<file path="src/hw/rtl/page_table_occupancy_counter_top_macros.svh">
// Assertion macros for the page table occupancy counter.
// Expects signals clk and rst_n in the including module's scope.
`ifndef PAGE_TABLE_OCCUPANCY_COUNTER_TOP_MACROS_SVH
`define PAGE_TABLE_OCCUPANCY_COUNTER_TOP_MACROS_SVH

// same-cycle implication
`define PTOC_ASSERT_NOW(name, ante, cons) \
    name: assert property (@(posedge clk) disable iff (!rst_n) (ante) |-> (cons)) \
        else $error("ptoc assertion failed");

// next-cycle implication
`define PTOC_ASSERT_NEXT(name, ante, cons) \
    name: assert property (@(posedge clk) disable iff (!rst_n) (ante) |=> (cons)) \
        else $error("ptoc assertion failed");

`endif

</file>
<file path="src/hw/rtl/ptoc_pkg.sv">
`timescale 1ns / 1ps
// Shared widths, constants and the command type of the occupancy counter.
// No dependencies.
package ptoc_pkg;

    localparam int PAGE_W      = 20;
    localparam int COUNT_W     = 16;
    localparam int TBL_IDX_W   = 10;
    localparam int TBL_CNT_W   = 11;
    localparam int PIECE_W     = 6;
    localparam int FIFO_DEPTH  = 2;
    localparam int FIFO_AW     = 1;

    localparam logic [TBL_CNT_W-1:0] PAGES_PER_TABLE = 11'd1024;
    localparam logic [COUNT_W-1:0]   MAX_RUN_PAGES   = 16'd32768;
    localparam logic [COUNT_W-1:0]   THRESH_RESET    = 16'd8;

    typedef struct packed {
        logic                dealloc;
        logic [PAGE_W-1:0]   page;
        logic [COUNT_W-1:0]  remaining;
        logic                map_req;
        logic [PIECE_W-1:0]  total;
    } cmd_t;

endpackage

</file>
<file path="src/hw/rtl/ptoc_fifo.sv">
`timescale 1ns / 1ps
// Short command queue between front and back end.
// Depends on ptoc_pkg.
module ptoc_fifo (
    input  logic                clk,
    input  logic                rst_n,
    input  logic                push,
    input  ptoc_pkg::cmd_t      push_cmd,
    output logic                full,
    input  logic                pop,
    output ptoc_pkg::cmd_t      pop_cmd,
    output logic                empty
);

    ptoc_pkg::cmd_t               entry_reg [ptoc_pkg::FIFO_DEPTH];
    logic [ptoc_pkg::FIFO_AW-1:0] wr_ptr_reg;
    logic [ptoc_pkg::FIFO_AW-1:0] wr_ptr_next;
    logic [ptoc_pkg::FIFO_AW-1:0] rd_ptr_reg;
    logic [ptoc_pkg::FIFO_AW-1:0] rd_ptr_next;
    logic [ptoc_pkg::FIFO_AW:0]   count_reg;
    logic [ptoc_pkg::FIFO_AW:0]   count_next;
    logic                         do_push;
    logic                         do_pop;

    assign full    = count_reg == (ptoc_pkg::FIFO_AW+1)'(ptoc_pkg::FIFO_DEPTH);
    assign empty   = count_reg == '0;
    assign do_push = push && !full;
    assign do_pop  = pop && !empty;
    assign pop_cmd = entry_reg[rd_ptr_reg];

    always_comb
    begin
        wr_ptr_next = do_push ? wr_ptr_reg + 1'b1 : wr_ptr_reg;
        rd_ptr_next = do_pop ? rd_ptr_reg + 1'b1 : rd_ptr_reg;
        count_next  = count_reg;
        if (do_push && !do_pop)
        begin
            count_next = count_reg + 1'b1;
        end
        else if (do_pop && !do_push)
        begin
            count_next = count_reg - 1'b1;
        end
    end

    always_ff @(posedge clk or negedge rst_n)
    begin
        if (!rst_n)
        begin
            wr_ptr_reg <= '0;
            rd_ptr_reg <= '0;
            count_reg  <= '0;
        end
        else
        begin
            wr_ptr_reg <= wr_ptr_next;
            rd_ptr_reg <= rd_ptr_next;
            count_reg  <= count_next;
        end
    end

    always_ff @(posedge clk)
    begin
        if (do_push)
        begin
            entry_reg[wr_ptr_reg] <= push_cmd;
        end
    end

endmodule

</file>
<file path="config.mk">
export PLATFORM = sky130hd
export DESIGN_NAME = ptoc_fifo
export DESIGN_NICKNAME = d
export VERILOG_FILES = /design/src/hw/rtl/page_table_occupancy_counter_top_macros.svh /design/src/hw/rtl/ptoc_pkg.sv /design/src/hw/rtl/ptoc_fifo.sv
export SDC_FILE = /design/constraint.sdc
export NUM_CORES = 1
export LEC_CHECK = 0
export BUFFER_PORTS_ARGS = -buffer_cell sky130_fd_sc_hd__buf_4
export CAP_MARGIN = 0
export CORE_MARGIN = 4
export CORE_UTILIZATION = 52
export DETAILED_ROUTE_END_ITERATION = 16
export PLACE_DENSITY = 0.77
export SETUP_SLACK_MARGIN = 0.02
export SLEW_MARGIN = 20
export SYNTH_ARGS = -nofsm -noshare
export SYNTH_HDL_FRONTEND = slang
export SYNTH_SLANG_ARGS = --single-unit
</file>
<file path="constraint.sdc">
create_clock -name clk -period 3.51 [get_ports clk]
set_input_delay 0.351 -clock clk [delete_from_list [all_inputs] [get_ports clk]]
set_output_delay 0.351 -clock clk [all_outputs]
set_load 0.01 [all_outputs]
</file>
# Word level (Yosys, flattened, before mapping)
# Memories as Yosys holds them, arrays and structs flattened.
# Index checks and enable logic that the tools add are counted.
[op_classes]
addsub = 4
reduce_logical = 10
n_mux = 4
div_mod_pow = 0
n_lt_le_gt_ge = 0
multipliers = 0
n_bitwise = 0
n_eq_ne = 1
n_shift = 0
[ops]
columns = ["cell", "count"]
rows = [
  ["1-bit logical AND", 4],
  ["1-bit zero test", 4],
  ["2-bit 2-to-1 mux", 2],
  ["1-bit adder, second input constant", 2],
  ["2-bit by 1-bit adder with 2-bit output, second input constant", 1],
  ["2-bit == test, second input constant", 1],
  ["2-bit zero test", 1],
  ["1-bit 2-to-1 mux", 2],
  ["2-bit nonzero test", 1],
  ["2-bit by 1-bit subtractor with 2-bit output, second input constant", 1],
]
[word_totals]
input_bits = 48
memories = 1
mem_bits_rw = 88
wordCells = 23
regBits = 4
latch_bits = 0
rom_bits = 0
[memory_table]
columns = ["name", "depth", "word_bits", "read_ports", "rd_clocked_by_memory_dff", "wr", "line_no", "source"]
rows = [
  ["entry_reg", 2, 44, 1, 0, 1, "ptoc_fifo.sv:15", "ptoc_pkg::cmd_t entry_reg [ptoc_pkg::FIFO_DEPTH];"],
]

# Longest topological paths before layout
[depth]
ltp_word = 7
ltp_mapped = 7
depth_no_buf = 7

# Worst setup path after synthesis
# No wires, ideal clock.
[synth_path]
path_kind = "register to register"
from = "register count_reg[0] in the netlist's numbering"
to = "memory entry_reg[0][0] in the netlist's numbering (enable)"
synth_period_minus_slack_ns = 2.945
path_stages_with_launch = 4
path_buffers = 0
setup_time_ns = 0.445
path_slack_ns = 0.565
t_arrival_ns = 2.499
required_ns = 3.065
cell_sequence = "dfrtp_1 -> nand2b_1 -> nand2_1 -> nor2_1"
[synth_between]
elab_chain_cells = 5
[synth_rtl]
columns = ["item", "line_no", "source"]
rows = [
  ["start: declaration", "ptoc_fifo.sv:20", "logic [ptoc_pkg::FIFO_AW:0] count_reg;"],
  ["start signal: assignment", "ptoc_fifo.sv:58", "count_reg <= count_next;"],
  ["2-bit == test", "ptoc_fifo.sv:25", "assign full = count_reg == (ptoc_pkg::FIFO_AW+1)'(ptoc_pkg::FIFO_DEPTH);"],
  ["1-bit zero test", "ptoc_fifo.sv:27", "assign do_push = push && !full;"],
  ["1-bit logical AND", "ptoc_fifo.sv:27", ""],
  ["1-bit 2-to-1 mux", "ptoc_fifo.sv:64", "if (do_push)"],
  ["1-bit 2-to-1 mux (implied by the code)", "ptoc_fifo.sv:66", "entry_reg[wr_ptr_reg] <= push_cmd;"],
  ["end: declaration", "ptoc_fifo.sv:15", ""],
]
# Every way passes these cells.

==> impl_metrics.json <==
{
  "setup_viol": 0,
  "synthTopCellsByCount": "edfxtp_1, mux2_4, mux2_2",
  "synth_cells": 156,
  "rows": 29,
  "synth-async-reset-ratio_pct": 4.35,
  "start_util_pct": 55.0,
  "layout-drive-gt1-share_pct": 59.5,
  "power.leakage_uw": 0.00182,
  "fin_nets": 308,
  "num_vias": 1734,
  "crit_arrival_ns": 2.12,
  "syn2layout_area_growth_pct": 26.2,
  "critPathLaunchType": "register",
  "ys_types": 15,
  "synth_top_area_share_pct": 74.0,
  "ys.flop_type": "edfxtp_1",
  "worst_slew_pin_slew_ns": 1.05,
  "status": "completed",
  "routed_wl_mm": 6.13,
  "io_pins": 94,
  "final_util_pct": 69.4,
  "grt-ovfl-total": 0,
  "io_buffer_count": 93,
  "cts_tree": "built",
  "endpoint_kind": "primary output",
  "clock_latency_ns": 0.34,
  "synth_area_leaders": "edfxtp_1, mux2_4, dfrtp_1, buf_12, mux2_2",
  "syn-num-nets": 205,
  "grtUsageTotal_pct": 15.4,
  "yosysTopAreaCell": "edfxtp_1",
  "cts.sinks": 92,
  "grt_pass1_vias": 1959,
  "place.gp.congestion": 0.701,
  "root_buffer": "clkbuf_8",
  "synth_edf_count": 88,
  "drc": 0,
  "drt-initial-drc-count": 85,
  "yosys_register_bits": 92,
  "layout.cells.non_filler": 341,
  "rsz0062_at_grt": "no",
  "ys_warn_count": 0,
  "critPathRequiredTime_ns": 3.16,
  "hold_viol": 0,
  "max_freq_mhz": 405,
  "drtAntennaViolNets": 0,
  "yosysMostFrequentCell": "edfxtp_1",
  "n_antenna_cell": 0,
  "die-height_um": 90.9,
  "maxSlewViolCount": 0,
  "tns_ns": 0,
  "largest_reg_flops": 88,
  "dieArea_sq_mm": 0.00826,
  "hpwl_mm": 4.24,
  "firstDrtPassIters": 4,
  "fillerInstances": 422,
  "ys_seq_area_share_pct": 76.8,
  "avgSynthCellArea_sq_um": 22.9,
  "wl_per_cell_um": 18.0,
  "clk_pin_slew_ns": 0.09,
  "place_inst": 324,
  "grt_max_degree": 45,
  "die_w_um": 90.9,
  "min_period_ns": 2.47,
  "antenna_found_initial": 0,
  "core_area_sq_mm": 0.00649,
  "finalCritPeriodShare_pct": 70.3,
  "cp_max_fo": 24,
  "cap_violations": 0,
  "cts_made_buffers": 9,
  "path_class": "reg -> out",
  "grt_pass1_wl_mm": 9.72,
  "ir_worst_vdd_v": 0.000664,
  "powerDensity_mw_per_mm2": 802,
  "clockBufferDepth": 2,
  "syn-cell-area_sq_mm": 0.00357,
  "vias_per_cell": 5.09,
  "cts_max_level": 3,
  "fin_skew_ns": 0.00777,
  "worstHoldPathType": "in -> reg",
  "slew_headroom_pct": 30.1
}
-- final timing paths --
check	slack, ns	cells after the start	endpoint	start
worst max register to register	1.52	4	entry_reg[0][40]	count_reg[0]
worst min register to register	0.54	1	count_reg[1]	count_reg[1]
worst min-delay path	0.18	1	entry_reg[0][14]	push_cmd[14]
min in group asynchronous	0.33	2	wr_ptr_reg	rst_n
max in group asynchronous	3.06	2	rd_ptr_reg	rst_n
worst max-delay path	1.04	3	pop_cmd[36]	rd_ptr_reg
-- layer usage --
metal  global-route usage, %  wire length, um  vias to the layer above
met5                       0                0                        -
met4                    7.66               95                        0
met3                    4.58              372                        8
met2                    25.0             3160                       54
met1                    18.7             2490                      863
li1                        -                -                      809
-- critical path, cell delays in order, from the launching register on --
cell	delay (ns)
dfrtp_2	0.83
buf_4	0.44
mux2_4	0.34
buf_4	0.15
-- through the flow --
stage / hold slack (ns) / worst slack, ns / area [sq um] / power, uW
2_1_floorplan: 0.0554 / 0.565 / 3570 / 2520
3_3_place_gp: 0.152 / 1.40 / 4310 / 2960
3_5_place_dp: 0.153 / 1.38 / 4310 / 2990
4_1_cts: 0.163 / 0.993 / 4510 / 3670
5_1_grt: 0.153 / 0.947 / 4510 / 3800
6_report: 0.183 / 1.04 / 4510 / 3620
-- cell type report --
class / instances / area [sq um] / area share, %
clock buffers: 10 / 128 / 2.83
flip-flops and latches: 92 / 2740 / 60.8
inverters: 2 / 7.51 / 0.166
multi-input cells: 57 / 739 / 16.4
repair buffers: 97 / 731 / 16.2
clock inverters: 6 / 63.8 / 1.42
well taps: 77 / 96.3 / 2.14
-- cells in the final DEF (no fill, tap or decap), types with 2 or more instances in the layout --
cell,count
edfxtp_1,88
inv_1,2
dfrtp_1,3
nor2_1,2
mux2_4,39
xnor2_1,3
xor2_1,2
buf_4,96
clkbuf_8,9
mux2_2,5
-- what timing repair did --
item | in CTS | in global routing
endpoints found under the hold margin | 4 | 0
gates resized for setup | 0 | 0
hold buffers | 1 | 0
buffers inserted | 0 | 0
-- kinds of logic after synthesis --
group                      count (synthesis)  synth area share, %
DFF                                       92                 76.8
muxes                                     44                 18.0
buffers and inverters                      7                 2.77
and+or+nand+nor                            6                0.771
xor gates and xnor gates                   5                 1.23
AOI/OAI and AO/OA                          1                0.140
adders and majority gates                  1                0.350
-- report_power, final --
| part | internal [uW] | total [uW] | switching (uW) |
|---|---|---|---|
| Clock | 330 | 679 | 349 |
| Sequential | 1510 | 1650 | 145 |
| Combinational | 739 | 1290 | 547 |
| Total | 2570 | 3620 | 1040 |
(Power assumes the default switching activity.)
