`src/hw/rtl/page_table_occupancy_counter_top_macros.svh`:
```
// Assertion macros for the page table occupancy counter.
// Expects signals clk and rst_n in the including module's scope.
`ifndef PAGE_TABLE_OCCUPANCY_COUNTER_TOP_MACROS_SVH
`define PAGE_TABLE_OCCUPANCY_COUNTER_TOP_MACROS_SVH

// same-cycle implication
`define PTOC_ASSERT_NOW(name, ante, cons) \
    name: assert property (@(posedge clk) disable iff (!rst_n) (ante) |-> (cons)) \
        else $error("ptoc assertion failed");

// next-cycle implication
`define PTOC_ASSERT_NEXT(name, ante, cons) \
    name: assert property (@(posedge clk) disable iff (!rst_n) (ante) |=> (cons)) \
        else $error("ptoc assertion failed");

`endif

```
`src/hw/rtl/ptoc_pkg.sv`:
```
`timescale 1ns / 1ps
// Shared widths, constants and the command type of the occupancy counter.
// No dependencies.
package ptoc_pkg;

    localparam int PAGE_W      = 20;
    localparam int COUNT_W     = 16;
    localparam int TBL_IDX_W   = 10;
    localparam int TBL_CNT_W   = 11;
    localparam int PIECE_W     = 6;
    localparam int FIFO_DEPTH  = 2;
    localparam int FIFO_AW     = 1;

    localparam logic [TBL_CNT_W-1:0] PAGES_PER_TABLE = 11'd1024;
    localparam logic [COUNT_W-1:0]   MAX_RUN_PAGES   = 16'd32768;
    localparam logic [COUNT_W-1:0]   THRESH_RESET    = 16'd8;

    typedef struct packed {
        logic                dealloc;
        logic [PAGE_W-1:0]   page;
        logic [COUNT_W-1:0]  remaining;
        logic                map_req;
        logic [PIECE_W-1:0]  total;
    } cmd_t;

endpackage

```
`src/hw/rtl/ptoc_if.sv`:
```
`timescale 1ns / 1ps
// Channel interfaces: input transactions, result transactions, config writes.
// Depends on ptoc_pkg.
interface ptoc_in_if;
    logic                               valid;
    logic                               ready;
    logic                               action;
    logic [ptoc_pkg::PAGE_W-1:0]        page_number;
    logic [ptoc_pkg::COUNT_W-1:0]       page_count;

    modport source (output valid, action, page_number, page_count, input ready);
    modport sink (input valid, action, page_number, page_count, output ready);
endinterface


interface ptoc_cfg_if;
    logic                               valid;
    logic                               ready;
    logic [ptoc_pkg::COUNT_W-1:0]       data;

    modport source (output valid, data, input ready);
    modport sink (input valid, data, output ready);
endinterface

```
`src/hw/rtl/ptoc_front.sv`:
```
`timescale 1ns / 1ps
// Front end: accepts input transactions, clamps the run, counts pieces, flags map.
// Depends on ptoc_pkg and ptoc_if.
module ptoc_front (
    input  logic                clk,
    input  logic                rst_n,
    ptoc_in_if.sink             in_item,
    ptoc_cfg_if.sink            cfg,
    input  logic                clear_done,
    input  logic                q_full,
    output logic                q_push,
    output ptoc_pkg::cmd_t      q_cmd
);

    logic [ptoc_pkg::COUNT_W-1:0] thresh_reg;
    logic [ptoc_pkg::COUNT_W-1:0] thresh_next;
    logic                         cmd_valid_reg;
    logic                         cmd_valid_next;
    ptoc_pkg::cmd_t               cmd_reg;
    ptoc_pkg::cmd_t               cmd_next;
    logic [ptoc_pkg::COUNT_W-1:0] clamped;
    logic [ptoc_pkg::COUNT_W-1:0] span;
    logic                         accept;

    assign cfg.ready     = 1'b1;
    assign q_push        = cmd_valid_reg && !q_full;
    assign q_cmd         = cmd_reg;
    assign in_item.ready = clear_done && (!cmd_valid_reg || !q_full);
    assign accept        = in_item.valid && in_item.ready;

    always_comb
    begin
        clamped = (in_item.page_count > ptoc_pkg::MAX_RUN_PAGES) ?
                  ptoc_pkg::MAX_RUN_PAGES : in_item.page_count;
        // last page offset from the start of the first table
        span = {6'd0, in_item.page_number[ptoc_pkg::TBL_IDX_W-1:0]} + clamped - 16'd1;

        cmd_next.dealloc   = in_item.action;
        cmd_next.page      = in_item.page_number;
        cmd_next.remaining = clamped;
        cmd_next.map_req   = !in_item.action && (clamped > thresh_reg);
        cmd_next.total     = span[ptoc_pkg::COUNT_W-1:ptoc_pkg::TBL_IDX_W] + 6'd1;

        cmd_valid_next = cmd_valid_reg && !q_push;
        if (accept && (clamped != '0))
        begin
            cmd_valid_next = 1'b1;
        end

        thresh_next = thresh_reg;
        if (cfg.valid && cfg.ready)
        begin
            thresh_next = cfg.data;
        end
    end

    always_ff @(posedge clk or negedge rst_n)
    begin
        if (!rst_n)
        begin
            thresh_reg    <= ptoc_pkg::THRESH_RESET;
            cmd_valid_reg <= 1'b0;
        end
        else
        begin
            thresh_reg    <= thresh_next;
            cmd_valid_reg <= cmd_valid_next;
        end
    end

    always_ff @(posedge clk)
    begin
        if (accept)
        begin
            cmd_reg <= cmd_next;
        end
    end

endmodule

```
`src/flat_wrapper.sv`:
```
// flat-port wrapper written by rule: the top's interface ports become plain ports
module ptoc_front_flat 
  (clk, rst_n, clear_done, q_full, q_push, q_cmd, in_item_valid, in_item_action, in_item_page_number, in_item_page_count, in_item_ready, cfg_valid, cfg_data, cfg_ready);
  ptoc_in_if in_item_i ();
  ptoc_cfg_if cfg_i ();
  input  logic clk;
  input  logic rst_n;
  input  logic clear_done;
  input  logic q_full;
  output logic q_push;
  output ptoc_pkg::cmd_t q_cmd;
  input wire logic [$bits(in_item_i.valid)-1:0] in_item_valid;
  input wire logic [$bits(in_item_i.action)-1:0] in_item_action;
  input wire logic [$bits(in_item_i.page_number)-1:0] in_item_page_number;
  input wire logic [$bits(in_item_i.page_count)-1:0] in_item_page_count;
  output wire logic [$bits(in_item_i.ready)-1:0] in_item_ready;
  input wire logic [$bits(cfg_i.valid)-1:0] cfg_valid;
  input wire logic [$bits(cfg_i.data)-1:0] cfg_data;
  output wire logic [$bits(cfg_i.ready)-1:0] cfg_ready;
  assign in_item_i.valid = in_item_valid;
  assign in_item_i.action = in_item_action;
  assign in_item_i.page_number = in_item_page_number;
  assign in_item_i.page_count = in_item_page_count;
  assign in_item_ready = in_item_i.ready;
  assign cfg_i.valid = cfg_valid;
  assign cfg_i.data = cfg_data;
  assign cfg_ready = cfg_i.ready;
  ptoc_front u_core (.clk(clk), .rst_n(rst_n), .in_item(in_item_i), .cfg(cfg_i), .clear_done(clear_done), .q_full(q_full), .q_push(q_push), .q_cmd(q_cmd));
endmodule
```
`config.mk`:
```
export PLATFORM = sky130hd
export DESIGN_NAME = ptoc_front_flat
export DESIGN_NICKNAME = d
export VERILOG_FILES = /design/src/hw/rtl/page_table_occupancy_counter_top_macros.svh /design/src/hw/rtl/ptoc_pkg.sv /design/src/hw/rtl/ptoc_if.sv /design/src/hw/rtl/ptoc_front.sv /design/src/flat_wrapper.sv
export SDC_FILE = /design/constraint.sdc
export NUM_CORES = 1
export LEC_CHECK = 0
export ABC_AREA = 1
export BUFFER_PORTS_ARGS = -buffer_cell sky130_fd_sc_hd__buf_4
export CORE_ASPECT_RATIO = 1.75
export CORE_MARGIN = 4
export CORE_UTILIZATION = 58
export CTS_BUF_LIST = sky130_fd_sc_hd__clkbuf_2 sky130_fd_sc_hd__clkbuf_4 sky130_fd_sc_hd__clkbuf_8
export DETAILED_ROUTE_END_ITERATION = 6
export HOLD_SLACK_MARGIN = 0.02
export PLACE_DENSITY = 0.89
export SLEW_MARGIN = 20
export SYNTH_ARGS = -nofsm -noshare
export SYNTH_HDL_FRONTEND = slang
export SYNTH_SLANG_ARGS = --single-unit
export TNS_END_PERCENT = 30
```
`constraint.sdc`:
```
create_clock -name clk -period 4.9 [get_ports clk]
set_clock_uncertainty 0.1 [all_clocks]
set_input_delay 0 -clock clk [delete_from_list [all_inputs] [get_ports clk]]
set_output_delay 0 -clock clk [all_outputs]
set_load 0.005 [all_outputs]
```
# [Yosys cells after proc, flatten, opt, wreduce, memory -nomap -nowiden]
# Index checks and enable logic that the tools add are counted.
# Widths: inputs -> output; s select.
[totals] register_bits=61 input_bits=59
[classes] n_lt_le_gt_ge=2 n_addsub=3 reduce_logical=12 muxes=2
[op_table] op="$add 10x16->16" n=1
[op_table] op="$gt 16x16->1" n=1
[op_table] op="$gt 16x16->1 const B" n=1
[op_table] op="$mux 16" n=1
[op_table] op="$reduce_bool 16->1" n=1
[op_table] op="$sub 16x1->16 const B" n=1
[op_table] op="$add 6x1->6 const B" n=1
[op_table] op="$logic_and 1x1->1" n=6
[op_table] op="$logic_not 1->1" n=4
[op_table] op="$logic_or 1x1->1" n=1
[op_table] op="$mux 1" n=1

# [Depth between registers and ports, before layout]
[depth] ltp_word=6 ltp_mapped=27

# [Least setup slack after synthesis]
# Ideal clock, no wire load.
[synth_path] path_type="input to register" start="input port in_item_page_count[2]" end="register u_core.cmd_reg (netlist bit u_core.q_cmd[4]), data pin" setup_time_ns=0.254 setup_slack_ns=1.925 path_stages=26 arrival_time_ns=2.621 path_buffers=1 cell_sequence="nor2_1 -> nand2_1 -> nor2_1 -> nand2_1 -> nand2_2 -> clkbuf_1 -> nand2_1 -> ha_1 -> inv_1 -> ha_1 -> nand2_1 -> inv_1 -> nand2_1 -> inv_1 -> nand2_1 -> nor3_1 -> nand3_2 -> nand2_2 -> nand2_1 -> nand2_2 -> ha_1 -> inv_1 -> nor2_2 -> nand2_1 -> nand2_1 -> nand2_1"
[synth_rtl] element="start: declaration" line_no="flat_wrapper.sv:15" source="input wire logic [$bits(in_item_i.page_count)-1:0] in_item_page_count;"
[synth_rtl] element="end signal: assignment" line_no="ptoc_front.sv:75" source="cmd_reg <= cmd_next;"
[synth_rtl] element="end: declaration" line_no="ptoc_front.sv:19" source="ptoc_pkg::cmd_t cmd_reg;"

==> summary.txt <==
Die
  – Rows: 37
  – Die W: 66.76 microns
  – Die height: 110.8 microns
  – Initial Util: 0.5961
  – DIE AREA: 7399 sq um
  – Placeable Area: 5879 sq um
  – Io pins: 106

STA
  – RSZ-0062 raised after global routing: false
  – Slack of the critical path: 0.8958 ns
  – TNS Setup: 0 ns
  – Post-route clock period utilization: 0.8172
  – Slew @ Worst Pin: 0.9905 ns
  – Headroom to the max-slew limit: 0.3396
  – Final Setup Violations: 0
  – Fmax: 249.7 MHz
  – Hold WS: 0.03287 ns
  – Final Hold Viols: 0
  – Minimum clock period: 4.004 ns
  – Final Slew Violations: 0

Yosys
  – Mean Syn Cell Area: 9.174 sq um
  – Post-synth EDFFs: 44
  – Count leader, synth: nand2_1
  – YS warnings: 0
  – Synth cell types: 32
  – Register area share after synthesis: 0.4988
  – Post-synthesis adder-cell area fraction: 0.1464
  – FF+latch count, synth: 61
  – Ranking of synthesized cells by area: edfxtp_1, ha_1, dfrtp_1
  – Largest family of logic cells by synthesized area: simple AND/OR/NAND/NOR gates
  – Top-area cell type share of the netlist area: 0.3770
  – Synth area leader: edfxtp_1
  – Asr flop ratio synth: 0.2787
  – Xor and xnor area share after synthesis: 0.007497
  – Mapped Area: 3505 sq um
  – Commonest cells in the netlist: nand2_1, inv_1, edfxtp_1, ha_1, nor2_1
  – Mapped Nets: 482
  – Mux cell area share after synthesis: 0.003213
  – Cells after Synth: 382
  – Simple-Gate Fraction of Synth Area: 0.1767
  – Main flop type after synthesis: edfxtp_1
  – Complex-gate fraction of the synthesized area: 0.07426

Clock network
  – Post-cts resize count: 0
  – CTS tree: yes
  – Worst-Skew Late Latency: 0.37 ns
  – H-tree depth: 3
  – Clock Sinks: 61
  – Num CTS Buffers: 9
  – Worst-path clk slew: 0.08 ns
  – Root Driver: clkbuf_8
  – Max Root-Sink Buffers: 2

Drt
  – Initial DRC Count: 322
  – Drc violations: 0
  – Final wirelength: 12.38 mm
  – Post-DRT Antenna Nets: 0
  – Vias: 3,707
  – Avg Vias per Cell: 5.600
  – DRT Pass-1 Iters: 5
  – Wire per inst: 18.70 microns

Power
  – Leakage: 2.708 nW
  – Power Total: 1.458 mW
  – Maximum vdd drop: 0.2007 mV
  – Pwr dens: 268.5 nW/um^2

Finish
  – Core Util, Final: 0.9238
  – Max reg flops: 44
  – Area grow syn2layout: 54.98%
  – Design area: 5431 sq um
  – Post-route insts no fill: 662
  – Share of layout cells above drive strength 1: 0.2346
  – Inserted Diodes: 0
  – Nets: 679

Placement
  – Input/output buffers: 104
  – Area after DPL: 4358 sq um
  – DP Wirelength: 6.699 mm
  – Placed insts: 558
  – GPL Wtd Cong: 0.8669
  – Pre-CTS setup slack: 1.440 ns

Worst setup path
  – CP required: 4.90 ns
  – CP Capture Type: flop
  – WP data arrival: 4.01 ns
  – Flop-to-flop setup slack: 2.44 ns
  – Worst-path fanout max: 14
  – Worst setup SP type: primary input
  – WS Path Type: primary input to flop

Global routing
  – GRT Util Overall: 0.3612
  – First-pass GRT wire length: 19.51 mm
  – Overflow after GRT: 0
  – Antenna violations before repair: 0
  – Largest net degree at the start of global routing: 46
  – Vias in the first global route: 3,945

Outcome
  – Status: finished, final reports clean

Hold path
  – Worst Hold Class: primary input to asynchronous set/reset pin

Flow run
  – Maxcap violations: 0
-- metal layers --
metal / GRT usage / share of wire / vias to the layer above
li1: - / - / 1640
met1: 0.3587 / 0.31 / 1670
met3: 0.07708 / 0.077 / 113
met2: 0.6167 / 0.52 / 284
met4: 0.2863 / 0.092 / 0
met5: 0 / 0 / -
-- report_power, final --
group	internal [mW]	switching, mW	total (mW)
combinational	0.189	0.219	0.408
clock	0.242	0.200	0.441
sequential	0.597	0.0118	0.609
-- logic make-up after synthesis --
group / count (synthesis)
DFF: 61
AOI/OAI and AO/OA: 48
and+or+nand+nor: 142
other: 1
buffers and inverters: 85
adders and majority gates: 41
xor gates and xnor gates: 3
muxes: 1
-- worst max-delay path, stage by stage --
cell,delay (ns)
dlygate4sd3_1,0.55
buf_4,0.16
nor2_1,0.14
nand2_1,0.08
nor2_1,0.31
nand2_1,0.12
nand2_2,0.26
nand2_1,0.16
ha_1,0.31
inv_1,0.05
ha_1,0.32
nand2_1,0.07
inv_1,0.05
nand2_1,0.06
inv_1,0.14
nand2_1,0.08
nor3_1,0.21
nand3_2,0.12
nand2_2,0.09
nand2_1,0.07
nand2_2,0.09
ha_1,0.18
inv_1,0.05
nor2_2,0.14
nand2_1,0.07
nand2_1,0.05
nand2_1,0.05
-- cells in the final DEF (no fill, tap or decap), drive strengths merged --
master and instances:
a31oi 2, o21ai 21, xor2 2, edfxtp 44, mux2 1, nor3 1
o41ai 1, dfstp 1, conb 1, and2 1, buf 104, nand3 18
inv 79, a21oi 19, nand4 3, dfrtp 16, o21bai 2, xnor2 1
clkbuf 15, nor4 3, a21o 1, o31ai 1, nor2 27, nand2 88
o2111ai 1, dlygate4sd3 88, ha 41, and3 1, clkinv 1
-- repair_timing --
action,CTS,global route
hold buffers,88,0
setup buffers,0,0
hold endpoints to repair,72,0
-- final timing paths --
path,start,endpoint,cells past startpoint
hold / removal,rst_n,u_core.thresh_reg[3],2
hold reg to reg,u_core.thresh_reg[0],u_core.thresh_reg[0],2
setup reg to reg,u_core.thresh_reg[15],u_core.q_cmd[6],9
min in group clk,clear_done,in_item_ready,3
max in group asynchronous,rst_n,u_core.thresh_reg[4],3
setup / recovery,in_item_page_count[0],u_core.q_cmd[4],27
-- cell type report --
cell class | count | area, sq um
clock buffer | 15 | 187.7
fill | 231 | 447.9
sequential | 61 | 1748
clock inverter | 1 | 5.005
timing repair buffer | 192 | 1662
inverter | 79 | 296.5
tap | 78 | 97.59
multi-input combinational | 236 | 1435
No activity file was read; power rests on OpenSTA's default activity.
